[src/hw/rtl/orwm_pkg.sv]
// ----------------------------------------------------------------------------
// orwm_pkg
// shared constants, codes and types of the oversampled ratio window monitor
// ----------------------------------------------------------------------------
package orwm_pkg;

  localparam int DEF_CHANNELS = 6;
  localparam int SAMPLE_W     = 16;
  localparam int SUM_W        = 21;
  localparam int COUNT_W      = 8;
  localparam int LIMIT_W      = 16;
  localparam int RATIO_W      = 16;
  localparam int FAULT_W      = 12;
  localparam int RATIO_OUTS   = 5;
  localparam int RIDX_W       = 3;
  localparam int DVD_W        = 25;
  localparam int DVS_W        = 21;
  localparam int Q_DEPTH      = 2;
  localparam int CFG_IDX_W    = 2;
  localparam int CFG_DATA_W   = 16;

  localparam logic [SAMPLE_W-1:0] SAMPLE_MAX       = 16'd5000;
  localparam logic [DVD_W-1:0]    SCALE            = 25'd12;
  localparam logic [FAULT_W-1:0]  FAULT_BASE       = 12'hE00;
  localparam logic [RATIO_W-1:0]  RATIO_SAT        = 16'hFFFF;
  localparam logic [COUNT_W-1:0]  RST_SAMPLE_COUNT = 8'd100;
  localparam logic [LIMIT_W-1:0]  RST_UPPER_LIMIT  = 16'hFFFF;
  localparam logic [LIMIT_W-1:0]  RST_LOWER_LIMIT  = 16'h0000;

  typedef enum logic [CFG_IDX_W-1:0] {
    CFG_SAMPLE_COUNT = 2'd0,
    CFG_UPPER_LIMIT  = 2'd1,
    CFG_LOWER_LIMIT  = 2'd2
  } cfg_idx_t;

  typedef enum logic [2:0] {
    ST_IDLE,
    ST_REF_GO,
    ST_REF_WAIT,
    ST_AVG_GO,
    ST_AVG_WAIT,
    ST_RAT_GO,
    ST_RAT_WAIT,
    ST_EMIT
  } back_state_t;

  typedef struct packed {
    logic             start;
    logic [DVD_W-1:0] dividend;
    logic [DVS_W-1:0] divisor;
  } div_req_t;

  typedef struct packed {
    logic             busy;
    logic             done;
    logic [DVD_W-1:0] quotient;
  } div_rsp_t;

  typedef struct packed {
    logic full;
    logic empty;
  } q_status_t;

endpackage

[src/hw/rtl/orwm_front.sv]
// ----------------------------------------------------------------------------
// orwm_front
// takes samples in scan order, accumulates per channel, hands off full blocks
// ----------------------------------------------------------------------------
module orwm_front #(
  parameter int CHANNELS = orwm_pkg::DEF_CHANNELS
) (
  input  logic                                          clk,
  input  logic                                          rst_n,
  input  logic                                          in_valid,
  output logic                                          in_ready,
  input  logic [orwm_pkg::SAMPLE_W-1:0]                 in_sample,
  input  logic [orwm_pkg::COUNT_W-1:0]                  count,
  input  orwm_pkg::q_status_t                           q_status,
  output logic                                          push,
  output logic [CHANNELS-1:0][orwm_pkg::SUM_W-1:0]      push_sums,
  output logic [orwm_pkg::COUNT_W-1:0]                  push_count
);
  import orwm_pkg::*;

  localparam int POS_W = $clog2(CHANNELS);

  logic [POS_W-1:0]                pos_r, pos_nxt;
  logic [COUNT_W-1:0]              scan_r, scan_nxt;
  logic [CHANNELS-1:0][SUM_W-1:0]  sums_r, sums_nxt;
  logic [COUNT_W-1:0]              scan_inc;
  logic [SUM_W-1:0]                new_sum;
  logic                            accept;
  logic                            last_pos;
  logic                            block_end;

  assign in_ready  = !q_status.full;
  assign accept    = in_valid && in_ready;
  assign last_pos  = (pos_r == POS_W'(CHANNELS - 1));
  assign scan_inc  = scan_r + COUNT_W'(1);
  assign block_end = accept && last_pos && ((scan_inc == '0) || (scan_inc >= count));

  // an over-range reading restarts the channel sum
  assign new_sum = (in_sample > SAMPLE_MAX) ? '0 : (sums_r[pos_r] + SUM_W'(in_sample));

  always_comb begin
    pos_nxt  = pos_r;
    scan_nxt = scan_r;
    sums_nxt = sums_r;
    if (accept) begin
      if (block_end) begin
        pos_nxt  = '0;
        scan_nxt = '0;
        sums_nxt = '0;
      end else if (last_pos) begin
        pos_nxt          = '0;
        scan_nxt         = scan_inc;
        sums_nxt[pos_r]  = new_sum;
      end else begin
        pos_nxt          = pos_r + POS_W'(1);
        sums_nxt[pos_r]  = new_sum;
      end
    end
  end

  // snapshot with the reference channel's final reading folded in
  always_comb begin
    push_sums                 = sums_r;
    push_sums[CHANNELS-1]     = new_sum;
  end

  assign push       = block_end;
  assign push_count = count;

  always_ff @(posedge clk) begin
    if (!rst_n) begin
      pos_r  <= '0;
      scan_r <= '0;
      sums_r <= '0;
    end else begin
      pos_r  <= pos_nxt;
      scan_r <= scan_nxt;
      sums_r <= sums_nxt;
    end
  end

endmodule

[src/hw/rtl/orwm_queue.sv]
// ----------------------------------------------------------------------------
// orwm_queue
// two-entry block queue between front and back
// ----------------------------------------------------------------------------
module orwm_queue #(
  parameter int W = 8
) (
  input  logic                clk,
  input  logic                rst_n,
  input  logic                push,
  input  logic [W-1:0]        push_data,
  input  logic                pop,
  output logic [W-1:0]        head_data,
  output orwm_pkg::q_status_t status
);
  import orwm_pkg::*;

  localparam int PTR_W = $clog2(Q_DEPTH);
  localparam int CNT_W = $clog2(Q_DEPTH + 1);

  logic [W-1:0]     entry_r [Q_DEPTH];
  logic [PTR_W-1:0] wr_ptr_r, wr_ptr_nxt;
  logic [PTR_W-1:0] rd_ptr_r, rd_ptr_nxt;
  logic [CNT_W-1:0] fill_r, fill_nxt;

  always_comb begin
    wr_ptr_nxt = wr_ptr_r;
    rd_ptr_nxt = rd_ptr_r;
    fill_nxt   = fill_r;
    if (push) begin
      wr_ptr_nxt = (wr_ptr_r == PTR_W'(Q_DEPTH - 1)) ? '0 : wr_ptr_r + PTR_W'(1);
    end
    if (pop) begin
      rd_ptr_nxt = (rd_ptr_r == PTR_W'(Q_DEPTH - 1)) ? '0 : rd_ptr_r + PTR_W'(1);
    end
    if (push && !pop) begin
      fill_nxt = fill_r + CNT_W'(1);
    end else if (pop && !push) begin
      fill_nxt = fill_r - CNT_W'(1);
    end
  end

  always_ff @(posedge clk) begin
    if (push) begin
      entry_r[wr_ptr_r] <= push_data;
    end
  end

  always_ff @(posedge clk) begin
    if (!rst_n) begin
      wr_ptr_r <= '0;
      rd_ptr_r <= '0;
      fill_r   <= '0;
    end else begin
      wr_ptr_r <= wr_ptr_nxt;
      rd_ptr_r <= rd_ptr_nxt;
      fill_r   <= fill_nxt;
    end
  end

  assign head_data    = entry_r[rd_ptr_r];
  assign status.full  = (fill_r == CNT_W'(Q_DEPTH));
  assign status.empty = (fill_r == '0);

endmodule

[src/hw/rtl/orwm_div.sv]
// ----------------------------------------------------------------------------
// orwm_div
// restoring divider, one quotient bit per cycle
// ----------------------------------------------------------------------------
module orwm_div (
  input  logic               clk,
  input  logic               rst_n,
  input  orwm_pkg::div_req_t req,
  output orwm_pkg::div_rsp_t rsp
);
  import orwm_pkg::*;

  localparam int STEP_W = $clog2(DVD_W);

  logic              busy_r, busy_nxt;
  logic              done_r, done_nxt;
  logic [STEP_W-1:0] step_r, step_nxt;
  logic [DVS_W-1:0]  rem_r, rem_nxt;
  logic [DVD_W-1:0]  quo_r, quo_nxt;
  logic [DVS_W-1:0]  dvs_r, dvs_nxt;
  logic [DVS_W:0]    rem_sh;
  logic [DVS_W:0]    diff;
  logic              ge;

  assign rem_sh = {rem_r, quo_r[DVD_W-1]};
  assign ge     = (rem_sh >= {1'b0, dvs_r});
  assign diff   = rem_sh - {1'b0, dvs_r};

  always_comb begin
    busy_nxt = busy_r;
    done_nxt = 1'b0;
    step_nxt = step_r;
    rem_nxt  = rem_r;
    quo_nxt  = quo_r;
    dvs_nxt  = dvs_r;
    if (req.start) begin
      busy_nxt = 1'b1;
      step_nxt = STEP_W'(DVD_W - 1);
      rem_nxt  = '0;
      quo_nxt  = req.dividend;
      dvs_nxt  = req.divisor;
    end else if (busy_r) begin
      // remainder stays below the divisor, so the low bits carry it
      rem_nxt = ge ? diff[DVS_W-1:0] : rem_sh[DVS_W-1:0];
      quo_nxt = {quo_r[DVD_W-2:0], ge};
      if (step_r == '0) begin
        busy_nxt = 1'b0;
        done_nxt = 1'b1;
      end else begin
        step_nxt = step_r - STEP_W'(1);
      end
    end
  end

  always_ff @(posedge clk) begin
    if (!rst_n) begin
      busy_r <= 1'b0;
      done_r <= 1'b0;
      step_r <= '0;
    end else begin
      busy_r <= busy_nxt;
      done_r <= done_nxt;
      step_r <= step_nxt;
    end
  end

  always_ff @(posedge clk) begin
    rem_r <= rem_nxt;
    quo_r <= quo_nxt;
    dvs_r <= dvs_nxt;
  end

  assign rsp.busy     = busy_r;
  assign rsp.done     = done_r;
  assign rsp.quotient = quo_r;

endmodule

[src/hw/rtl/orwm_back.sv]
// ----------------------------------------------------------------------------
// orwm_back
// averages, ratios, window check and result register for one queued block
// ----------------------------------------------------------------------------
module orwm_back #(
  parameter int CHANNELS = orwm_pkg::DEF_CHANNELS
) (
  input  logic                                              clk,
  input  logic                                              rst_n,
  input  orwm_pkg::q_status_t                               q_status,
  input  logic [CHANNELS-1:0][orwm_pkg::SUM_W-1:0]          head_sums,
  input  logic [orwm_pkg::COUNT_W-1:0]                      head_count,
  output logic                                              pop,
  input  logic [orwm_pkg::LIMIT_W-1:0]                      upper_limit,
  input  logic [orwm_pkg::LIMIT_W-1:0]                      lower_limit,
  output orwm_pkg::div_req_t                                div_req,
  input  orwm_pkg::div_rsp_t                                div_rsp,
  output logic                                              out_valid,
  input  logic                                              out_ready,
  output logic [orwm_pkg::RATIO_OUTS-1:0][orwm_pkg::RATIO_W-1:0] out_ratio,
  output logic [orwm_pkg::FAULT_W-1:0]                      out_fault_word,
  output logic                                              out_reference_zero
);
  import orwm_pkg::*;

  localparam int NRATIO = (CHANNELS - 1 < RATIO_OUTS) ? CHANNELS - 1 : RATIO_OUTS;

  back_state_t state_r, state_nxt;

  logic [RIDX_W-1:0]                 k_r;
  logic [DVS_W-1:0]                  ref_avg_r;
  logic                              refzero_r;
  logic [DVD_W-1:0]                  mul_r;
  logic [RATIO_W-1:0]                ratio_r [RATIO_OUTS];
  logic [FAULT_W-1:0]                sticky_r, sticky_nxt;
  logic                              out_valid_r;
  logic [RATIO_OUTS-1:0][RATIO_W-1:0] out_ratio_r;
  logic [FAULT_W-1:0]                out_fault_r;
  logic                              out_refzero_r;
  logic [SUM_W-1:0]                  sel_sum [RATIO_OUTS];
  logic                              emit_go;
  logic                              last_k;
  logic                              hit;
  logic [RIDX_W-1:0]                 hit_k;

  // ratio channels that do not exist read as zero
  for (genvar i = 0; i < RATIO_OUTS; i++) begin : g_sel
    if (i < NRATIO) begin : g_on
      assign sel_sum[i] = head_sums[i];
    end else begin : g_off
      assign sel_sum[i] = '0;
    end
  end

  assign emit_go = !out_valid_r || out_ready;
  assign last_k  = (k_r == RIDX_W'(NRATIO - 1));

  // next state
  always_comb begin
    state_nxt = state_r;
    unique case (state_r)
      ST_IDLE:     if (!q_status.empty) state_nxt = ST_REF_GO;
      ST_REF_GO:   state_nxt = ST_REF_WAIT;
      ST_REF_WAIT: begin
        if (div_rsp.done) begin
          state_nxt = (div_rsp.quotient == '0) ? ST_EMIT : ST_AVG_GO;
        end
      end
      ST_AVG_GO:   state_nxt = ST_AVG_WAIT;
      ST_AVG_WAIT: if (div_rsp.done) state_nxt = ST_RAT_GO;
      ST_RAT_GO:   state_nxt = ST_RAT_WAIT;
      ST_RAT_WAIT: begin
        if (div_rsp.done) begin
          state_nxt = last_k ? ST_EMIT : ST_AVG_GO;
        end
      end
      ST_EMIT:     if (emit_go) state_nxt = ST_IDLE;
      default:     state_nxt = ST_IDLE;
    endcase
  end

  // outputs toward divider and queue
  always_comb begin
    div_req.start    = 1'b0;
    div_req.dividend = '0;
    div_req.divisor  = DVS_W'(head_count);
    pop              = 1'b0;
    unique case (state_r)
      ST_REF_GO: begin
        div_req.start    = 1'b1;
        div_req.dividend = DVD_W'(head_sums[CHANNELS-1]);
      end
      ST_AVG_GO: begin
        div_req.start    = 1'b1;
        div_req.dividend = DVD_W'(sel_sum[k_r]);
      end
      ST_RAT_GO: begin
        div_req.start    = 1'b1;
        div_req.dividend = mul_r;
        div_req.divisor  = ref_avg_r;
      end
      ST_EMIT:  pop = emit_go;
      default:  ;
    endcase
  end

  // window check, first failing channel wins
  always_comb begin
    hit   = 1'b0;
    hit_k = '0;
    for (int i = 0; i < RATIO_OUTS; i++) begin
      if (!hit && (i < NRATIO) &&
          ((ratio_r[i] >= upper_limit) || (ratio_r[i] <= lower_limit))) begin
        hit   = 1'b1;
        hit_k = RIDX_W'(i);
      end
    end
    sticky_nxt = hit ? (sticky_r | FAULT_BASE | (FAULT_W'(1) << hit_k)) : '0;
  end

  always_ff @(posedge clk) begin
    if (!rst_n) begin
      state_r     <= ST_IDLE;
      k_r         <= '0;
      sticky_r    <= '0;
      out_valid_r <= 1'b0;
    end else begin
      state_r <= state_nxt;
      if ((state_r == ST_EMIT) && emit_go) begin
        out_valid_r <= 1'b1;
      end else if (out_valid_r && out_ready) begin
        out_valid_r <= 1'b0;
      end
      unique case (state_r)
        ST_REF_WAIT: if (div_rsp.done) k_r <= '0;
        ST_RAT_WAIT: if (div_rsp.done && !last_k) k_r <= k_r + RIDX_W'(1);
        ST_EMIT: begin
          if (emit_go) begin
            sticky_r <= sticky_nxt;
          end
        end
        default: ;
      endcase
    end
  end

  always_ff @(posedge clk) begin
    unique case (state_r)
      ST_REF_WAIT: begin
        if (div_rsp.done) begin
          ref_avg_r <= div_rsp.quotient[DVS_W-1:0];
          refzero_r <= (div_rsp.quotient == '0);
          for (int i = 0; i < RATIO_OUTS; i++) begin
            ratio_r[i] <= ((i < NRATIO) && (div_rsp.quotient == '0)) ? RATIO_SAT : '0;
          end
        end
      end
      ST_AVG_WAIT: if (div_rsp.done) mul_r <= div_rsp.quotient * SCALE;
      ST_RAT_WAIT: begin
        if (div_rsp.done) begin
          ratio_r[k_r] <= (div_rsp.quotient > DVD_W'(RATIO_SAT)) ? RATIO_SAT
                                                                 : div_rsp.quotient[RATIO_W-1:0];
        end
      end
      ST_EMIT: begin
        if (emit_go) begin
          for (int i = 0; i < RATIO_OUTS; i++) begin
            out_ratio_r[i] <= ratio_r[i];
          end
          out_fault_r   <= sticky_nxt;
          out_refzero_r <= refzero_r;
        end
      end
      default: ;
    endcase
  end

  assign out_valid          = out_valid_r;
  assign out_ratio          = out_ratio_r;
  assign out_fault_word     = out_fault_r;
  assign out_reference_zero = out_refzero_r;

endmodule

[src/hw/rtl/oversampled_ratio_window_monitor_unit.sv]
// ----------------------------------------------------------------------------
// oversampled_ratio_window_monitor_unit
// oversampled channel averages, ratios against a reference, sticky window faults
// ----------------------------------------------------------------------------
//
//   channel | direction | handshake            | payload
//   --------+-----------+----------------------+------------------------------------
//   in_     | in        | in_valid / in_ready  | in_sample, 16 bits
//   out_    | out       | out_valid / out_ready| out_ratio_0..4, out_fault_word,
//           |           |                      | out_reference_zero
//   cfg_    | in        | cfg_we (no wait)     | cfg_index, cfg_wdata
//
// the front takes one sample word per cycle while the block queue has room
// each finished block costs the back 2*N+1 divisions on the shared one-bit-a-
// cycle divider (a single one when the reference average is zero), N being
// the number of ratio channels (5 at the default channel count)
// two finished blocks can wait in the queue; with both slots taken in_ready drops
// a result held in the output register does not stop the back from starting
// the next block; reset is synchronous, no clearing pass
//
module oversampled_ratio_window_monitor_unit #(
  parameter int CHANNELS = orwm_pkg::DEF_CHANNELS
) (
  input  logic                             clk,
  input  logic                             rst_n,
  // input words
  input  logic                             in_valid,
  output logic                             in_ready,
  input  logic [orwm_pkg::SAMPLE_W-1:0]    in_sample,
  // result words
  output logic                             out_valid,
  input  logic                             out_ready,
  output logic [orwm_pkg::RATIO_W-1:0]     out_ratio_0,
  output logic [orwm_pkg::RATIO_W-1:0]     out_ratio_1,
  output logic [orwm_pkg::RATIO_W-1:0]     out_ratio_2,
  output logic [orwm_pkg::RATIO_W-1:0]     out_ratio_3,
  output logic [orwm_pkg::RATIO_W-1:0]     out_ratio_4,
  output logic [orwm_pkg::FAULT_W-1:0]     out_fault_word,
  output logic                             out_reference_zero,
  // configuration writes
  input  logic                             cfg_we,
  input  logic [orwm_pkg::CFG_IDX_W-1:0]   cfg_index,
  input  logic [orwm_pkg::CFG_DATA_W-1:0]  cfg_wdata
);
  import orwm_pkg::*;

  localparam int ENTRY_W = CHANNELS * SUM_W + COUNT_W;

  // configuration registers
  logic [COUNT_W-1:0] sample_count_r;
  logic [LIMIT_W-1:0] upper_limit_r;
  logic [LIMIT_W-1:0] lower_limit_r;
  logic [COUNT_W-1:0] eff_count;

  // front to queue
  logic                           q_push;
  logic [CHANNELS-1:0][SUM_W-1:0] push_sums;
  logic [COUNT_W-1:0]             push_count;
  q_status_t                      q_status;

  // queue to back
  logic                           q_pop;
  logic [ENTRY_W-1:0]             head_data;
  logic [CHANNELS-1:0][SUM_W-1:0] head_sums;
  logic [COUNT_W-1:0]             head_count;

  // back to divider
  div_req_t div_req;
  div_rsp_t div_rsp;

  logic [RATIO_OUTS-1:0][RATIO_W-1:0] out_ratio;

  always_ff @(posedge clk) begin
    if (!rst_n) begin
      sample_count_r <= RST_SAMPLE_COUNT;
      upper_limit_r  <= RST_UPPER_LIMIT;
      lower_limit_r  <= RST_LOWER_LIMIT;
    end else if (cfg_we) begin
      case (cfg_index)
        CFG_SAMPLE_COUNT: sample_count_r <= cfg_wdata[COUNT_W-1:0];
        CFG_UPPER_LIMIT:  upper_limit_r  <= cfg_wdata[LIMIT_W-1:0];
        CFG_LOWER_LIMIT:  lower_limit_r  <= cfg_wdata[LIMIT_W-1:0];
        default:          ;
      endcase
    end
  end

  // a zero count behaves as a single scan
  assign eff_count = (sample_count_r == '0) ? COUNT_W'(1) : sample_count_r;

  orwm_front #(
    .CHANNELS (CHANNELS)
  ) u_front (
    .clk        (clk),
    .rst_n      (rst_n),
    .in_valid   (in_valid),
    .in_ready   (in_ready),
    .in_sample  (in_sample),
    .count      (eff_count),
    .q_status   (q_status),
    .push       (q_push),
    .push_sums  (push_sums),
    .push_count (push_count)
  );

  orwm_queue #(
    .W (ENTRY_W)
  ) u_queue (
    .clk       (clk),
    .rst_n     (rst_n),
    .push      (q_push),
    .push_data ({push_sums, push_count}),
    .pop       (q_pop),
    .head_data (head_data),
    .status    (q_status)
  );

  assign head_sums  = head_data[ENTRY_W-1:COUNT_W];
  assign head_count = head_data[COUNT_W-1:0];

  orwm_div u_div (
    .clk   (clk),
    .rst_n (rst_n),
    .req   (div_req),
    .rsp   (div_rsp)
  );

  orwm_back #(
    .CHANNELS (CHANNELS)
  ) u_back (
    .clk                (clk),
    .rst_n              (rst_n),
    .q_status           (q_status),
    .head_sums          (head_sums),
    .head_count         (head_count),
    .pop                (q_pop),
    .upper_limit        (upper_limit_r),
    .lower_limit        (lower_limit_r),
    .div_req            (div_req),
    .div_rsp            (div_rsp),
    .out_valid          (out_valid),
    .out_ready          (out_ready),
    .out_ratio          (out_ratio),
    .out_fault_word     (out_fault_word),
    .out_reference_zero (out_reference_zero)
  );

  assign out_ratio_0 = out_ratio[0];
  assign out_ratio_1 = out_ratio[1];
  assign out_ratio_2 = out_ratio[2];
  assign out_ratio_3 = out_ratio[3];
  assign out_ratio_4 = out_ratio[4];

`ifndef SYNTHESIS
  // front never hands a block to a full queue
  a_push_room: assert property (@(posedge clk) disable iff (!rst_n)
    q_push |-> !q_status.full)
    else $error("block pushed into full queue");

  // back only retires a block that is there
  a_pop_data: assert property (@(posedge clk) disable iff (!rst_n)
    q_pop |-> !q_status.empty)
    else $error("block popped from empty queue");

  // divider is never restarted mid-division
  a_div_start: assert property (@(posedge clk) disable iff (!rst_n)
    div_req.start |-> !div_rsp.busy)
    else $error("divider started while busy");

  // any fault carries the base pattern
  a_fault_base: assert property (@(posedge clk) disable iff (!rst_n)
    (out_valid && (out_fault_word != '0)) |-> (out_fault_word[11:9] == 3'b111))
    else $error("fault word without base bits");

  // a zero reference saturates the first ratio
  a_refzero_sat: assert property (@(posedge clk) disable iff (!rst_n)
    (out_valid && out_reference_zero) |-> (out_ratio_0 == RATIO_SAT))
    else $error("zero reference without saturated ratio");
`endif

endmodule
[config.mk]
export PLATFORM = sky130hd
export DESIGN_NAME = oversampled_ratio_window_monitor_unit
export DESIGN_NICKNAME = d
export VERILOG_FILES = /design/src/hw/rtl/orwm_pkg.sv /design/src/hw/rtl/orwm_front.sv /design/src/hw/rtl/orwm_queue.sv /design/src/hw/rtl/orwm_div.sv /design/src/hw/rtl/orwm_back.sv /design/src/hw/rtl/oversampled_ratio_window_monitor_unit.sv
export SDC_FILE = /design/constraint.sdc
export NUM_CORES = 1
export LEC_CHECK = 0
export ABC_CLOCK_PERIOD_IN_PS = 11350
export BUFFER_PORTS_ARGS = -buffer_cell sky130_fd_sc_hd__buf_4
export CORE_UTILIZATION = 47
export CTS_BUF_LIST = sky130_fd_sc_hd__clkbuf_16
export CTS_CLUSTER_DIAMETER = 30
export DETAILED_ROUTE_END_ITERATION = 8
export GPL_TIMING_DRIVEN = 0
export HOLD_SLACK_MARGIN = 0.05
export PLACE_DENSITY = 0.7
export SLEW_MARGIN = 20
export SYNTH_ARGS = -nofsm -noshare
export SYNTH_HDL_FRONTEND = slang
export SYNTH_HIERARCHICAL = 1
export SYNTH_SLANG_ARGS = --single-unit
[constraint.sdc]
create_clock -name clk -period 11.35 [get_ports clk]
set_input_delay 1.135 -clock clk [delete_from_list [all_inputs] [get_ports clk]]
set_output_delay 1.135 -clock clk [all_outputs]
set_load 0.03 [all_outputs]
# Word-level counts from Yosys, hierarchy flattened
# Memories as Yosys holds them, arrays and structs flattened. A register that Yosys moved wholly into a read port is not among the register bits.
# Cells that the tools add are included.
[op_classes]
n_addsub = 10
n_mul = 1
magnitude_cmp = 17
eq_ne = 19
n_shift = 1
mux = 69
n_bitwise = 5
reduce_logical = 55
[op_table]
columns = ["operator", "count"]
rows = [
  ["21-bit binary-select mux with 3-bit select", 2],
  ["126-bit bitwise mux", 1],
  ["126-bit two-way mux", 1],
  ["21-bit two-way mux", 6],
  ["16-bit greater-or-equal comparator", 5],
  ["16-bit less-or-equal comparator", 5],
  ["26-bit one-hot mux with 3 select lines", 1],
  ["21-bit demux with 3-bit select", 1],
  ["25-bit two-way mux", 2],
  ["16-bit two-way mux", 3],
  ["3-bit two-way mux", 13],
  ["8-bit two-way mux", 4],
  ["25-bit by 16-bit > comparator with 1-bit output, second input constant", 1],
  ["25-bit zero test", 1],
  ["25-bit by 2-bit multiplier with 23-bit output, second input constant", 1],
  ["1-bit two-way mux", 25],
  ["3-bit one-hot mux with 8 select lines", 1],
  ["22-bit by 21-bit greater-or-equal comparator with 1-bit output", 1],
  ["21-bit by 16-bit adder with 21-bit output", 1],
  ["21-bit subtractor", 1],
  ["3-bit equality test, second input constant", 6],
  ["2-bit AND reduction", 9],
  ["16-bit by 13-bit > comparator with 1-bit output, second input constant", 1],
  ["8-bit zero test", 2],
  ["other kinds (36)", 83],
]
[totals]
ff_bits = 409
mem_bits_rw = 348
out_inout_bits = 95
wordCells = 215
mem_count = 2
[mem_list]
columns = ["name", "words", "width", "rd", "rd_ports_with_merged_regs", "write_ports", "line", "text"]
rows = [
  ["u_queue.entry_r", 2, 134, 1, 1, 1, "orwm_queue.sv:21", "logic [W-1:0] entry_r [Q_DEPTH];"],
  ["u_back.ratio_r", 5, 16, 5, 0, 5, "orwm_back.sv:34", "logic [RATIO_W-1:0] ratio_r [RATIO_OUTS];"],
]

# Logic depth before layout (Yosys ltp)
# Gate-level depths: netlist of the first run.
# An unclocked memory read counts as a cell.
[depth]
depth_word = 19
depth_mapped = 18
depth_no_buf = 15

# Modules after synthesis
# The synthesis of the first run kept the hierarchy.
[modules_own_cells]
columns = ["module", "instances", "cells_per_inst", "area_each_um2", "seq_area_each_um2"]
rows = [
  ["orwm_back", 1, 1319, 14435.1, 6806.5],
  ["orwm_queue", 1, 439, 10124.7, 8147.8],
  ["orwm_front", 1, 999, 8216.6, 2742.6],
  ["orwm_div", 1, 410, 4304.1, 1941.9],
  ["oversampled_ratio_window_monitor_unit", 1, 180, 1685.4, 800.8],
]

# Worst setup path after synthesis of the first run
# No wires, ideal clock.
[synth_timing]
path_type = "register to register"
from = "register u_front.scan_r[0]"
to = "memory u_queue/entry_r[0][0] in the netlist's numbering, enable pin"
t_arrival_ns = 8.252
required_ns = 10.704
path_slack_ns = 2.452
path_stages_with_launch = 14
path_buffers = 2
path_cell_list = "dfxtp_1 > ha_1 > nand3_1 > xnor2_1 > ha_1 > a211oi_1 > o21ai_0 > a21oi_1 > nor2_1 > o21ai_2 > buf_6 > buf_2 > inv_1 > nor2b_1"
[synth_between]
elab_chain_cells = 6
elab_cells_between_ends = 7
[synth_rtl]
columns = ["element", "line", "text"]
rows = [
  ["start, declared", "orwm_front.sv:24", "logic [COUNT_W-1:0] scan_r, scan_nxt;"],
  ["start signal, assigned", "orwm_front.sv:77", "scan_r <= scan_nxt;"],
  ["8-bit by 1-bit adder with 8-bit output (*)", "orwm_front.sv:35", "assign scan_inc = scan_r + COUNT_W'(1);"],
  ["8-bit greater-or-equal comparator / 8-bit zero test (equally long branches)", "orwm_front.sv:36", "assign block_end = accept && last_pos && ((scan_inc == '0) || (scan_inc >= count));"],
  ["1-bit logical OR (*)", "orwm_front.sv:36", ""],
  ["1-bit logical AND (*)", "orwm_front.sv:36", ""],
  ["named net q_push", "oversampled_ratio_window_monitor_unit.sv:56", "logic q_push;"],
  ["1-bit two-way mux (*)", "orwm_queue.sv:44", "if (push) begin"],
  ["1-bit two-way mux (not written as such) (*)", "orwm_queue.sv:45", "entry_r[wr_ptr_r] <= push_data;"],
  ["end, declared", "orwm_queue.sv:21", ""],
]
# Mark *: on every way through the listed nets, which the timed path passes. The rest lies on a longest branch.

==> results of run 1 <==
[cells in the final DEF, fill, tap and decap left out, types with 54 or more instances in the layout]
cell type and instances:
edfxtp_1 530, buf_4 262, ha_1 248, nand2_1 230, dfxtp_1 226, nor2_1 205
inv_1 177, a21oi_1 159, clkbuf_16 149, o21ai_0 121, clkbuf_1 110, mux2_2 108
nand3_1 80, mux2i_1 72, mux2_4 60, nand4_1 59, and3_1 58, nor2b_1 54
a22oi_1 54
[stage by stage]
step / std cells / power [uW]
floorplan: 3346 / 3900
finish: 4827 / 8650
detailed placement: 4550 / 4210
global placement: 4539 / 4200
global route: 4826 / 8930
CTS: 4826 / 8670
[sequential cells by signal (all words and copies together) (netlist names), 16 cells and up, named ones only]
name               count
u_queue/entry_r      268
u_front/push_sums    105
u_back/out_ratio      80
u_back/ratio_r        80
u_div/quo_r           25
u_back/mul_r          23
u_back/ref_avg_r      21
u_div/dvs_r           21
u_div/rem_r           21
u_front/sums_r        21
lower_limit_r         16
upper_limit_r         16
[final cells by class]
cell class	count	area [sq um]	area share, %
Inverter	156	591	1.27
Tap cell	1060	1330	2.85
Timing Repair Buffer	144	1260	2.71
Buffer	290	1730	3.70
Antenna cell	1	2.50	0.00537
Multi-Input combinational cell	2144	16000	34.4
Sequential cell	756	20400	43.9
Clock buffer	149	3730	8.00
Clock inverter	127	1470	3.15
[report_power, final]
group	leakage (uW)	internal, uW	switching [uW]
registers	0.00672	3030	96.0
logic	0.00900	415	665
clock network	0.00256	2910	1540
[worst min path at each step]
| stage | startpoint | endpoint | slack [ps] | cells past startpoint |
|---|---|---|---|---|
| 6_report | u_back/sticky_r[6]$_SDFFE_PN0P_ | u_back/sticky_r[6]$_SDFFE_PN0P_ | 440 | 2 |
| 5_1_grt | u_back/sticky_r[8]$_SDFFE_PN0P_ | u_back/sticky_r[8]$_SDFFE_PN0P_ | 470 | 2 |
| 4_1_cts | u_back/sticky_r[6]$_SDFFE_PN0P_ | u_back/sticky_r[6]$_SDFFE_PN0P_ | 440 | 2 |
| 3_5_place_dp | u_back/sticky_r[6]$_SDFFE_PN0P_ | u_back/sticky_r[6]$_SDFFE_PN0P_ | 430 | 2 |
| 3_3_place_gp | u_back/sticky_r[8]$_SDFFE_PN0P_ | u_back/sticky_r[8]$_SDFFE_PN0P_ | 430 | 2 |
| 2_1_floorplan | u_back/refzero_r$_DFFE_PP_ | u_back/out_reference_zero$_DFFE_PP_ | 400 | 0 |
[worst max-delay path: cells and delay by family, from the launching register on]
kind / cells / cell delay, ps
AO/OA/AOI/OAI: 4 / 1290
XOR/XNOR: 1 / 590
adder cells (fa/ha/maj): 2 / 590
buffers and inverters: 5 / 1550
flip-flops: 1 / 300
AND/OR/NAND/NOR: 4 / 920
[metal layers]
metal | up-vias | track usage [%] | share of wire, %
li1 | 13000 | - | -
met1 | 14000 | 34.4 | 41
met2 | 1349 | 43.4 | 47
met3 | 309 | 4.75 | 8.0
met4 | 2 | 13.7 | 4.6
met5 | - | 0 | 0.012
==> results.py, run 1 <==
metrics = {
    "global_route": {
        "grt_max_degree": 81,
        "grt_antenna_before_repair": 2,
        "first_global_vias": 28000,
        "grt_pass1_wl_mm": 167,
        "grt_usage_pct": 26.8,
        "grt_remaining_overflow": 0,
    },
    "layout": {
        "drive_gt1_share_pct": 20.5,
        "fin_area_sq_mm": 0.0466,
        "layout-area-overhead-vs-synth_pct": 20.2,
        "final_core_util_pct": 57.5,
        "fin_nets": 3930,
        "fill_cells": 6553,
    },
    "logic_synthesis": {
        "yosys_warnings": 6,
        "netlist_area_sq_mm": 0.0388,
        "synth_nets": 3636,
        "postSynthCellCount": 3346,
        "syn_area_per_cell_sq_um": 11.6,
    },
    "clocking": {
        "root_buffer": "clkbuf_16",
        "clk_pin_slew_worst_paths_ps": 50,
        "cts_setup_buffers": 0,
        "cts.repair.resized": 0,
        "htreeDepth": 4,
        "cts_tree": "built",
        "cts_buffer_depth": 3,
        "cts_hold_buf": 0,
        "clock_latency_ps": 750,
        "numCtsBuffers": 148,
        "cts_sinks": 756,
    },
    "timing": {
        "fin_crit_sh_pct": 49.0,
        "holdWs_ps": 435,
        "slew_headroom_pct": 25.6,
        "fin_ws_ps": 5790,
        "tightest_slew_ps": 1110,
        "rsz0062_at_grt": "no",
        "setup_viol": 0,
        "period_needed_ps": 5560,
        "fin_tns_setup_ps": 0,
        "drv_slew": 0,
        "hold_viol": 0,
        "max_freq_mhz": 180,
        "skew_ps": 40.0,
    },
    "job": {
        "max-cap-violations": 0,
    },
    "drt": {
        "wl_per_cell_microns": 23.4,
        "drt_wl_total_mm": 113,
        "first_pass_iters": 6,
        "drtIter0Drc": 2751,
        "vias": 28700,
        "ant_nets": 0,
        "drc": 0,
        "via_per_inst": 5.94,
    },
    "worst_setup_path": {
        "r2r_cells": 16,
        "r2r-end": "u_queue/entry_r[1][129]$_DFFE_PP_",
        "endpoint_kind": "flip-flop",
        "critical_path_required_ps": 11780,
        "critPathArrivalTime_ps": 5980,
        "critPathKind": "reg2reg",
        "cpMaxStageDelayCell": "xor2_1",
        "reg2reg_from": "u_front/pos_r[1]$_SDFFE_PN0P_",
        "worstSetupStartpoint": "u_front/pos_r[1]$_SDFFE_PN0P_",
        "rrSetupSlack_ps": 5790,
        "crit_path_cell_trace": "buf_2, clkbuf_1, and3_1, buf_2, clkbuf_1, a22oi_1, nand3_1, ha_1, inv_1, fa_1, nand2b_1, a21o_1, a211o_1, a32oi_1, xor2_1, nor2_1",
        "cp-start-kind": "flip-flop",
        "crit_fanout": 10,
        "crit_end": "u_queue/entry_r[1][129]$_DFFE_PP_",
        "slowest_delay_ps": 590,
    },
    "power_and_ir_drop": {
        "powerDensity_mw_per_mm2": 186,
        "p_leak_uw": 0.0183,
        "max-vdd-ir-drop_mv": 0.150,
    },
    "place": {
        "place_hpwl_mm": 82.7,
        "io_buffers": 133,
        "pre_cts_ws_ps": 5970,
        "postPlaceCellArea_sq_mm": 0.0414,
        "place.gp.congestion": 0.949,
    },
    "floorplanning": {
        "initial_core_util_pct": 47.8,
        "row_count": 104,
        "core_area_sq_mm": 0.0811,
        "die_h_microns": 289,
        "ioPinCount": 134,
        "die_area_sq_mm": 0.0836,
        "die_width_microns": 289,
    },
    "outcome": {
        "status": "completed",
    },
    "hold_path": {
        "min_path_type": "reg2reg",
    },
}
No activity file was read; power rests on OpenSTA's default activity.
==> inputs of run 2 (changes only) <==
--- a/config.mk
+++ b/config.mk
@@ -5,7 +5,7 @@
 export SDC_FILE = /design/constraint.sdc
 export NUM_CORES = 1
 export LEC_CHECK = 0
-export ABC_CLOCK_PERIOD_IN_PS = 11350
+export ABC_CLOCK_PERIOD_IN_PS = 5000
 export BUFFER_PORTS_ARGS = -buffer_cell sky130_fd_sc_hd__buf_4
 export CORE_UTILIZATION = 47
 export CTS_BUF_LIST = sky130_fd_sc_hd__clkbuf_16
@@ -13,7 +13,7 @@
 export DETAILED_ROUTE_END_ITERATION = 8
 export GPL_TIMING_DRIVEN = 0
 export HOLD_SLACK_MARGIN = 0.05
-export PLACE_DENSITY = 0.7
+export PLACE_DENSITY = 0.73
 export SLEW_MARGIN = 20
 export SYNTH_ARGS = -nofsm -noshare
 export SYNTH_HDL_FRONTEND = slang
==> constraint.sdc (replaced) <==
create_clock -name clk -period 5 [get_ports clk]
set_input_delay 0.5 -clock clk [delete_from_list [all_inputs] [get_ports clk]]
set_output_delay 0.5 -clock clk [all_outputs]
set_load 0.03 [all_outputs]
==> run 2 against run 1 <==
Effect of this change: register-to-register slack lost 5700 ps; count of clock-buffer cells in the layout shrank 7; worst hold slack lost 350 ps; combinational power is 130% higher; setup slack worse by 5700 ps; flip-flop and latch count is the same; final cell count barely moved; die area unchanged; highest routed layer unchanged; total power rose by 120%; non-clock buffer count rose by 12.
==> results.py, run 2 (same netlist as run 1, synthesis figures left out) <==
metrics = {
    "drt": {
        "wl_met3_mm": 10.5,
        "wl_met1_mm": 44.8,
        "drt_wl_total_mm": 114,
        "vias": 29100,
        "drtIter0Drc": 3278,
        "via_per_inst": 6.03,
        "ant_nets": 0,
        "wl_met2_mm": 53.6,
        "first_pass_iters": 7,
        "top_layer_used": "met5",
        "drc": 0,
        "wl_per_cell_microns": 23.5,
    },
    "clocking": {
        "htreeDepth": 4,
        "cts_buffer_depth": 3,
        "clock_latency_ps": 740,
        "root_buffer": "clkbuf_16",
        "cts_tree": "built",
        "numCtsBuffers": 141,
        "cts_sinks": 756,
        "clk_pin_slew_worst_paths_ps": 50,
    },
    "worst_setup_path": {
        "cp-start-kind": "flip-flop",
        "reg2reg_from": "u_front/pos_r[1]$_SDFFE_PN0P_",
        "critical_path_required_ps": 5560,
        "rrSetupSlack_ps": 130,
        "critPathKind": "reg2reg",
        "crit_fanout": 10,
        "r2r_cells": 17,
        "endpoint_kind": "flip-flop",
        "critPathArrivalTime_ps": 5430,
        "worstSetupStartpoint": "u_front/pos_r[1]$_SDFFE_PN0P_",
        "r2r-end": "u_queue/entry_r[1][125]$_DFFE_PP_",
    },
    "outcome": {
        "status": "completed",
    },
    "place": {
        "place_hpwl_mm": 82.0,
        "io_buffers": 133,
        "dp_cells": 4550,
        "place.gp.congestion": 0.947,
        "postPlaceCellArea_sq_mm": 0.0414,
    },
    "layout": {
        "final_common_cell": "edfxtp_1",
        "fin_cells": 4824,
        "drive_gt1_share_pct": 20.5,
        "layout_common_cells": "edfxtp_1, buf_4, ha_1",
        "layout-area-overhead-vs-synth_pct": 19.6,
        "antennaDiodeCount": 0,
        "largest_reg_flops": 268,
        "fin_area_sq_mm": 0.0464,
        "regMostFlops": "u_queue/entry_r",
        "fill_cells": 6542,
        "fin_nets": 3935,
    },
    "hold_path": {
        "hold_depth": 3,
        "hp-start": "cfg_wdata[5]",
        "min_to": "sample_count_r[5]$_SDFFE_PN1P_",
        "min_path_type": "in2reg",
    },
    "floorplanning": {
        "die_width_microns": 289,
        "die_h_microns": 289,
        "ioPinCount": 134,
        "core_area_sq_mm": 0.0811,
        "die_area_sq_mm": 0.0836,
        "initial_core_util_pct": 47.8,
        "row_count": 104,
    },
    "global_route": {
        "grt_remaining_overflow": 0,
        "grt_max_degree": 57,
        "grt_antenna_before_repair": 3,
        "grt_usage_pct": 26.8,
        "first_global_vias": 28200,
        "grt_pass1_wl_mm": 168,
    },
    "timing": {
        "setup_viol": 0,
        "drv_slew": 0,
        "skew_ps": 33.6,
        "tightest_slew_ps": 1120,
        "slew_headroom_pct": 25.1,
        "fin_crit_sh_pct": 97.4,
        "hold_viol": 0,
        "max_freq_mhz": 205,
        "holdWs_ps": 88.3,
        "period_needed_ps": 4870,
        "rsz0062_at_grt": "no",
    },
    "power_and_ir_drop": {
        "powerDensity_mw_per_mm2": 410,
        "p_leak_uw": 0.0182,
        "max-vdd-ir-drop_mv": 0.367,
    },
    "job": {
        "max-cap-violations": 0,
    },
}
run 2: cell count changes in the layout (fill, tap and decap cells not counted), sizes merged:
cell,delta
inv,+4
bufinv,-2
buf,+3
clkbuf,-8
clkinvlp,-7
dlygate4sd3,+10
clkinv,-2
diode,-1
run 2: worst max path at each step:
stage	endpoint	slack (ps)
detailed placement	u_queue/entry_r[0][131]$_DFFE_PP_	-460
global placement	u_queue/entry_r[0][58]$_DFFE_PP_	-1850
CTS	u_queue/entry_r[1][131]$_DFFE_PP_	50
finish	u_queue/entry_r[1][125]$_DFFE_PP_	130
global route	u_queue/entry_r[1][53]$_DFFE_PP_	40
floorplan	u_queue/entry_r[0][0]$_DFFE_PP_	210
run 2: power breakdown:
part           internal (uW)  switching, uW
registers               6880            219
logic                    949           1520
clock network           6180           3280
total                  14000           5020
run 2: cell type report:
cell class | instances | area [sq um] | share of cell area (%)
Buffer | 290 | 1740 | 3.75
Clock buffer | 142 | 3550 | 7.66
Clock inverter | 120 | 1240 | 2.67
Inverter | 156 | 588 | 1.27
Multi-Input combinational cell | 2144 | 16100 | 34.7
Sequential cell | 756 | 20400 | 44.1
Tap cell | 1060 | 1330 | 2.86
Timing Repair Buffer | 156 | 1370 | 2.96
run 2: what timing repair did:
item	CTS	global route
pin swaps	0	0
hold buffers	10	0
setup buffers	0	2
gates resized for setup	9	14
endpoints found under the setup margin	26	162
endpoints found under the hold margin	10	0
run 2: critical path, cell delays in order (launching register included):
cell	delay (ps)
dfxtp_1	290
buf_2	170
clkbuf_2	320
and3_1	290
buf_2	280
clkbuf_2	370
a22oi_1	150
nand3_1	180
ha_1	210
inv_1	60
fa_1	390
nand2b_1	190
a21o_1	210
a21oi_1	290
a221oi_1	140
a21oi_1	210
xor2_1	650
and2_1	300
run 2: stage by stage:
stage | util, % | total power [uW] | setup WS [ps] | setup TNS [ps]
after floorplan | - | 8860 | 214 | 0
after global placement | 50.7 | 9510 | -1850 | -414040
after detailed placement | 51.0 | 9560 | -457 | -6040
after CTS | 57.1 | 19000 | 49.0 | 0
after global routing | 57.2 | 19600 | 44.5 | 0
final | 57.2 | 19000 | 128 | 0
run 2: per-layer routing:
layer / up-vias / track usage (%)
met5: - / 0
met4: 2 / 12.2
met3: 279 / 6.17
met2: 1578 / 44.1
met1: 14100 / 33.6
li1: 13100 / -
